$ cat src/rtl/sfr_pkg.sv
package sfr_pkg;

  typedef enum logic [2:0] {
    PH_IDLE   = 3'd0,
    PH_HDR_A  = 3'd1,
    PH_CMD    = 3'd2,
    PH_LEN    = 3'd3,
    PH_DATA   = 3'd4,
    PH_CHK_HI = 3'd5,
    PH_CHK_LO = 3'd6
  } phase_t;

  localparam logic [1:0] EV_PAYLOAD = 2'd0;
  localparam logic [1:0] EV_ACCEPT  = 2'd1;
  localparam logic [1:0] EV_ABORT   = 2'd2;

  localparam logic FUNC_BYTE = 1'b0;
  localparam logic FUNC_TICK = 1'b1;

  localparam logic [7:0]  HDR_FIRST   = 8'h41;
  localparam logic [7:0]  HDR_SECOND  = 8'h54;
  localparam logic [15:0] SUM_SEED    = 16'hAB34;
  localparam logic [15:0] TICK_MAX    = 16'hFFFF;
  localparam logic [15:0] TIMEOUT_RST = 16'd10;

  localparam int          PADDR_W      = 2;
  localparam logic [1:0]  ADDR_TIMEOUT = 2'd0;

endpackage

$ cat src/rtl/serial_frame_receiver.sv
// serial_frame_receiver: header/command/length/payload/check-word deframer
// a result is registered and shown in the cycle after its word is accepted
// throughput: one word per cycle; input stalls only while a result waits
// on a low out_ready (the result register decouples the two sides)
// reset (rst, synchronous): parser idle, sum seeded, timeout back to 10 ticks
module serial_frame_receiver (
  input  logic                          clk,
  input  logic                          rst,
  input  logic                          in_valid,
  output logic                          in_ready,
  input  logic                          func,
  input  logic [7:0]                    rx_byte,
  output logic                          out_valid,
  input  logic                          out_ready,
  output logic [1:0]                    event_res,
  output logic [7:0]                    data_byte,
  output logic [7:0]                    data_index,
  output logic [7:0]                    frame_cmd,
  output logic [7:0]                    frame_length,
  input  logic                          psel,
  input  logic                          penable,
  input  logic                          pwrite,
  input  logic [sfr_pkg::PADDR_W-1:0]   paddr,
  input  logic [31:0]                   pwdata,
  output logic [31:0]                   prdata,
  output logic                          pready
);

  sfr_pkg::phase_t phase, phase_next;
  logic [7:0]  command_reg, command_reg_next;
  logic [7:0]  length_reg, length_reg_next;
  logic [7:0]  payload_pos, payload_pos_next;
  logic [15:0] running_sum, running_sum_next;
  logic [7:0]  check_high, check_high_next;
  logic [15:0] idle_ticks, idle_ticks_next;
  logic [15:0] idle_timeout_ticks;

  logic        accept;
  logic        is_byte;
  logic [15:0] ticks_inc;
  logic        timed_out;
  logic [7:0]  pos_inc;
  logic        check_ok;

  logic        res_emit;
  logic [1:0]  res_event;
  logic [7:0]  res_byte;
  logic [7:0]  res_index;

  assign pready   = 1'b1;
  assign in_ready = !out_valid || out_ready;
  assign accept   = in_valid && in_ready;
  assign is_byte  = (func == sfr_pkg::FUNC_BYTE);

  assign ticks_inc = (idle_ticks == sfr_pkg::TICK_MAX) ? idle_ticks : idle_ticks + 16'd1;
  assign timed_out = (phase != sfr_pkg::PH_IDLE) && (ticks_inc >= idle_timeout_ticks);
  assign pos_inc   = payload_pos + 8'd1;
  assign check_ok  = (running_sum == {check_high, rx_byte});

  always_comb begin
    prdata = 32'd0;
    if (paddr == sfr_pkg::ADDR_TIMEOUT) begin
      prdata = {16'd0, idle_timeout_ticks};
    end
  end

  // next phase
  always_comb begin
    phase_next = phase;
    if (accept) begin
      if (!is_byte) begin
        if (timed_out) begin
          phase_next = sfr_pkg::PH_IDLE;
        end
      end else begin
        case (phase)
          sfr_pkg::PH_IDLE: begin
            if (rx_byte == sfr_pkg::HDR_FIRST) phase_next = sfr_pkg::PH_HDR_A;
          end
          sfr_pkg::PH_HDR_A: begin
            // a broken header drops back to idle, the byte is not a new 'A'
            phase_next = (rx_byte == sfr_pkg::HDR_SECOND) ? sfr_pkg::PH_CMD
                                                          : sfr_pkg::PH_IDLE;
          end
          sfr_pkg::PH_CMD: phase_next = sfr_pkg::PH_LEN;
          sfr_pkg::PH_LEN: begin
            phase_next = (rx_byte == 8'd0) ? sfr_pkg::PH_CHK_HI : sfr_pkg::PH_DATA;
          end
          sfr_pkg::PH_DATA: begin
            if (pos_inc == length_reg) phase_next = sfr_pkg::PH_CHK_HI;
          end
          sfr_pkg::PH_CHK_HI: phase_next = sfr_pkg::PH_CHK_LO;
          sfr_pkg::PH_CHK_LO: begin
            // on a mismatch keep waiting on the low check byte
            if (check_ok) phase_next = sfr_pkg::PH_IDLE;
          end
          default: phase_next = phase;
        endcase
      end
    end
  end

  // datapath and result
  always_comb begin
    command_reg_next = command_reg;
    length_reg_next  = length_reg;
    payload_pos_next = payload_pos;
    running_sum_next = running_sum;
    check_high_next  = check_high;
    idle_ticks_next  = idle_ticks;
    res_emit         = 1'b0;
    res_event        = sfr_pkg::EV_PAYLOAD;
    res_byte         = 8'd0;
    res_index        = 8'd0;
    if (accept) begin
      if (!is_byte) begin
        idle_ticks_next = ticks_inc;
        if (timed_out) begin
          res_emit  = 1'b1;
          res_event = sfr_pkg::EV_ABORT;
        end
      end else begin
        idle_ticks_next = 16'd0;
        case (phase)
          sfr_pkg::PH_CMD: begin
            command_reg_next = rx_byte;
            running_sum_next = sfr_pkg::SUM_SEED + {8'd0, rx_byte};
          end
          sfr_pkg::PH_LEN: begin
            length_reg_next  = rx_byte;
            running_sum_next = running_sum + {8'd0, rx_byte};
            payload_pos_next = 8'd0;
          end
          sfr_pkg::PH_DATA: begin
            running_sum_next = running_sum + {8'd0, rx_byte};
            payload_pos_next = pos_inc;
            res_emit         = 1'b1;
            res_event        = sfr_pkg::EV_PAYLOAD;
            res_byte         = rx_byte;
            res_index        = payload_pos;
          end
          sfr_pkg::PH_CHK_HI: check_high_next = rx_byte;
          sfr_pkg::PH_CHK_LO: begin
            if (check_ok) begin
              res_emit  = 1'b1;
              res_event = sfr_pkg::EV_ACCEPT;
            end
          end
          default: ;
        endcase
      end
    end
  end

  always_ff @(posedge clk) begin
    if (rst) begin
      phase              <= sfr_pkg::PH_IDLE;
      command_reg        <= 8'd0;
      length_reg         <= 8'd0;
      payload_pos        <= 8'd0;
      running_sum        <= sfr_pkg::SUM_SEED;
      check_high         <= 8'd0;
      idle_ticks         <= 16'd0;
      idle_timeout_ticks <= sfr_pkg::TIMEOUT_RST;
      out_valid          <= 1'b0;
    end else begin
      phase       <= phase_next;
      command_reg <= command_reg_next;
      length_reg  <= length_reg_next;
      payload_pos <= payload_pos_next;
      running_sum <= running_sum_next;
      check_high  <= check_high_next;
      idle_ticks  <= idle_ticks_next;
      if (psel && penable && pwrite && pready && (paddr == sfr_pkg::ADDR_TIMEOUT)) begin
        idle_timeout_ticks <= pwdata[15:0];
      end
      if (in_ready) begin
        out_valid <= res_emit;
      end
    end
  end

  // result register, loaded with each new result whenever the previous one has gone
  always_ff @(posedge clk) begin
    if (in_ready && res_emit) begin
      event_res    <= res_event;
      data_byte    <= res_byte;
      data_index   <= res_index;
      frame_cmd    <= command_reg;
      frame_length <= length_reg;
    end
  end

  a_ready_when_empty: assert property (@(posedge clk) disable iff (rst)
    !out_valid |-> in_ready)
    else $error("input stalled with an empty result register");

  a_payload_index: assert property (@(posedge clk) disable iff (rst)
    (out_valid && event_res == sfr_pkg::EV_PAYLOAD) |-> (data_index < frame_length))
    else $error("payload index beyond declared length");

  a_byte_clears_ticks: assert property (@(posedge clk) disable iff (rst)
    (accept && is_byte) |=> (idle_ticks == 16'd0))
    else $error("idle tick count not cleared by a byte");

  a_cmd_to_len: assert property (@(posedge clk) disable iff (rst)
    (accept && is_byte && phase == sfr_pkg::PH_CMD) |=> (phase == sfr_pkg::PH_LEN))
    else $error("command byte did not advance to length");

endmodule
$ cat config.mk
export PLATFORM = sky130hd
export DESIGN_NAME = serial_frame_receiver
export DESIGN_NICKNAME = d
export VERILOG_FILES = /design/src/rtl/sfr_pkg.sv /design/src/rtl/serial_frame_receiver.sv
export SDC_FILE = /design/constraint.sdc
export NUM_CORES = 1
export LEC_CHECK = 0
export ABC_AREA = 1
export BUFFER_PORTS_ARGS = -buffer_cell sky130_fd_sc_hd__buf_2
export CAP_MARGIN = 20
export CORE_ASPECT_RATIO = 1.4
export CORE_UTILIZATION = 61
export DETAILED_ROUTE_END_ITERATION = 16
export GPL_ROUTABILITY_DRIVEN = 0
export GPL_TIMING_DRIVEN = 0
export HOLD_SLACK_MARGIN = 0.05
export PLACE_DENSITY = 0.82
export SYNTH_ARGS = -nofsm -noshare
export SYNTH_HDL_FRONTEND = slang
export SYNTH_SLANG_ARGS = --single-unit
$ cat constraint.sdc
create_clock -name clk -period 7.45 [get_ports clk]
set_input_delay 1.49 -clock clk [delete_from_list [all_inputs] [get_ports clk]]
set_output_delay 1.49 -clock clk [all_outputs]
set_load 0.01 [all_outputs]
==> Yosys cells after proc, flatten, opt, wreduce, memory -nomap -nowiden <==
Cells that the tools add are included.
{ "totals": {"regBits": 118, "latchBits": 0, "ramBits": 0, "romBits": 0, "memories": 0, "in_bits": 50} }
{ "classes": {"n_bitwise": 3, "magnitude_cmp": 1, "n_eq_ne": 15, "multipliers": 0, "muxes": 22, "n_shift": 0, "div_mod_pow": 0, "add_sub_neg": 4, "reduce_logical": 23} }
{ "op_table": {"columns": ["operator", "n"], "rows": [
  ["$mux 16", 3],
  ["$pmux 16 s2", 1],
  ["$pmux 3 s7", 1],
  ["$add 16x1->16 const B", 1],
  ["$add 16x8->16", 1],
  ["$add 16x8->16 const A", 1],
  ["$eq 16x16->1", 1],
  ["$eq 16x16->1 const B", 1],
  ["$eq 8x7->1 const B", 2],
  ["$ge 16x16->1", 1],
  ["$pmux 8 s2", 1],
  ["$mux 3", 5],
  ["$reduce_and 3->1", 5],
  ["$eq 3x3->1 const B", 3],
  ["$ne 3x3->1 const B", 3],
  ["$add 8x1->8 const B", 1],
  ["$eq 8x8->1", 1],
  ["$logic_not 8->1", 1],
  ["$reduce_bool 8->1", 1],
  ["$mux 1", 7],
  ["$eq 3x2->1 const B", 2],
  ["$logic_and 1x1->1", 6],
  ["$mux 2", 3],
  ["$reduce_and 6->1", 1],
  ["12 further kinds", 15]
]} }

==> Depth between registers and ports, before layout <==
{ "logic_depth": {"depth_word": 8, "depth_mapped": 22} }

==> Least setup slack after synthesis <==
Ideal clock, no wire load.
{ "synth_timing": {"path_kind": "in2out", "startpoint": "input paddr[1] (netlist name)", "endpoint": "output prdata[10]", "arrival_time_ns": 2.086, "path_slack_ns": 3.874, "stages": 4, "path_cell_list": "nor2_1 > inv_1 > clkbuf_1 > nor2_1"} }
{ "synth_between": {"elab_chain_len": 2} }
{ "synth_rtl": {"columns": ["element", "line", "text"], "rows": [
  ["start, declared", "serial_frame_receiver.sv:23", "input logic [sfr_pkg::PADDR_W-1:0] paddr,"],
  ["$logic_not 2->1", "serial_frame_receiver.sv:62", "if (paddr == sfr_pkg::ADDR_TIMEOUT) begin"],
  ["$mux 16", "serial_frame_receiver.sv:62", null],
  ["end, declared", "serial_frame_receiver.sv:25", "output logic [31:0] prdata,"]
]} }
Every way passes these cells.

==> Worst setup path after layout <==
{ "layout_timing": {"startpoint": "input paddr[1] (netlist name)", "endpoint": "output prdata[6]"} }
Same word-level chain as after synthesis.

==> results_dict.tcl <==
set metrics [dict create \
    outcome "complete, no violations" \
    final_nets 1051 \
    setup_viol 0 \
    antenna_found_initial 0 \
    crit_slowest_cell "clkbuf_1" \
    overflow 0 \
    synth_area_leaders "dfxtp_1, edfxtp_1, nand2_1" \
    drt_wl_total_mm 16.1 \
    ys_seq_area_share_pct 41.8 \
    slowest_delay_ns 0.26 \
    dieArea_sq_um 11000 \
    final_hold_viol_count 0 \
    power_per_cell_area_nw_per_um2 203 \
    hold_buffers 0 \
    initial_utilization_pct 62.5 \
    synthTopCellsByCount "nand2_1, inv_1, a21oi_1" \
    fillerInstances 834 \
    h-tree-depth 4 \
    syn_area_sq_um 6470 \
    rsz0062_at_grt "false" \
    core_sq_um 10300 \
    fmax_ghz 0.249 \
    grt_max_degree 19 \
    maxCapViolCount 0 \
    synth_flop_cell "dfxtp_1" \
    layout.area.seq_sq_um 2700 \
    yosysTopAreaCell "dfxtp_1" \
    fin_crit_ns 4.01 \
    placed_cells 1090 \
    synthCells 852 \
    cts_buffer_depth 2 \
    dr.pass1.iters 6 \
    synth_edf_count 34 \
    cts_resized 0 \
    multi_input_area_sq_um 3200 \
    finalCritPeriodShare_pct 53.9 \
    die_w_um 89.1 \
    area.growth.synth_to_final_pct 19.6 \
    cp_num_buf_inv 4 \
    arrival_ns 2.52 \
    antenna_cells 0 \
    p_leak_nw 3.45 \
    synth_cell_types 50 \
    async_reset_ff_share_pct 0 \
    vias_per_cell 5.43 \
    hold_path_class "register to register" \
    skew_ns 0.00816 \
    cts_buffers 17 \
    reg_top3 "idle_ticks x16, idle_timeout_ticks x16, running_sum x16" \
    critPathKind "primary input to primary output" \
    worstMarginPinSlew_ns 0.820 \
    crit_family "buffers and inverters" \
    ys_ff_latch 118 \
    cp-end-kind "primary output" \
    antenna_left 0 \
    worstPathCellList "buf_2 -> nor2_1 -> inv_1 -> clkbuf_1 -> nor2_1 -> buf_2" \
    max-slew-margin-rel_pct 45.2 \
    clock-sinks 118 \
    maxSlewViolCount 0 \
    ir_worst_vdd_mv 0.159 \
    place_hpwl_mm 11.8 \
    cts_tree "built" \
    cp.required_ns 5.96 \
    grt_pass1_wl_mm 25.4 \
    yosysTopAreaCellShare_pct 26.0 \
    wl_per_cell_um 14.4 \
    row_count 44 \
    die_y_um 124 \
    clkSlewWorstSetupHoldPaths_ns 0.05 \
    grt_pass1_vias 5547 \
    cp_max_fo 10 \
    tns_ns 0 \
    clk_latency_ns 0.41 \
    finalNonFillerCells 1122 \
    post-cts-setup-buffer-count 0 \
    port-buffer-count 84 \
    drt_iter0_markers 327 \
    gr-usage-all-layers_pct 30.6 \
    avgSynthCellArea_sq_um 7.60 \
    drc 0 \
    post-synth-top-count-cell "nand2_1" \
    layout-drive-gt1-share_pct 18.5 \
    vias 6087 \
    pin_count 119 \
    cts_root_buf "clkbuf_16" \
    yosys_warnings 0 \
    critPathLaunchType "primary input" \
]
[worst paths after layout]
check                 start       endpoint  slack, ns  cells past startpoint
max reg2reg   idle_ticks[0]  data_index[3]       3.69                     14
min          command_reg[4]   frame_cmd[4]       0.43                      0
min reg2reg  command_reg[4]   frame_cmd[4]       0.43                      0
max                paddr[1]      prdata[6]       3.44                      6
[cells in the final DEF (no fill, tap or decap), drive strengths merged, types with 5 or more instances in the layout]
master	synthesis	routed
xnor2	6	6
o211ai	6	6
inv	107	107
buf	25	110
nor2	87	87
conb	2	17
nand4	10	10
o21ai	63	63
xor2	11	11
edfxtp	34	34
or2	5	5
clkinvlp	0	5
a21oi	92	92
nand3	55	55
clkbuf	13	32
nor3	18	18
clkinv	1	6
dfxtp	84	84
ha	29	29
nand2	178	178
[stage by stage]
stage | total power, W | setup WS (ns) | hold WS [ns] | utilization, % | area (sq um)
after detailed placement | 0.000761 | 3.57 | 0.414 | 69.1 | 7150
after CTS | 0.00157 | 3.48 | 0.429 | 74.8 | 7740
final | 0.00157 | 3.44 | 0.425 | 74.8 | 7740
after global placement | 0.000759 | 3.27 | 0.410 | 68.8 | 7120
after floorplan | 0.000731 | 3.87 | 0.403 | - | 6530
after global routing | 0.00161 | 3.37 | 0.439 | 74.8 | 7740
[routing by layer]
metal | vias to the layer above | GRT usage (%) | share of wire [%] | routed length (um)
li1 | 3042 | - | - | -
met1 | 2769 | 34.4 | 39 | 6340
met2 | 218 | 54.5 | 52 | 8350
met3 | 58 | 6.10 | 4.9 | 793
met4 | 0 | 15.4 | 4.1 | 668
met5 | - | 0 | 0 | 0
[power breakdown]
group          switching (W)  internal [W]  total [W]  leakage [nW]
Clock               0.000296      0.000523   0.000819         0.270
Sequential        0.00000189      0.000660   0.000662          1.01
Combinational      0.0000582     0.0000301  0.0000883          2.17
Total               0.000356       0.00121    0.00157          3.45
[cell families (layout without fill, tap and decap cells)]
family                   after synthesis  count (layout)  share of synthesized area, %
buffers and inverters                146             263                          9.70
AND/OR/NAND/NOR                      361             361                          25.3
AO/OA/AOI/OAI                        178             178                          14.9
flip-flops                           118             118                          41.8
adder cells (fa/ha/maj)               30              30                          5.92
other                                  2              17                         0.116
XOR/XNOR                              17              17                          2.30
[final cells by class]
class                      instances  area share (%)
tap                              138            2.23
clock inverter                    13            2.04
inverter                         108            5.24
buffer                            38            2.88
clock buffer                      19            5.59
timing repair buffer              85            5.79
sequential                       118            34.9
multi-input combinational        603            41.3
(Power assumes the default switching activity.)
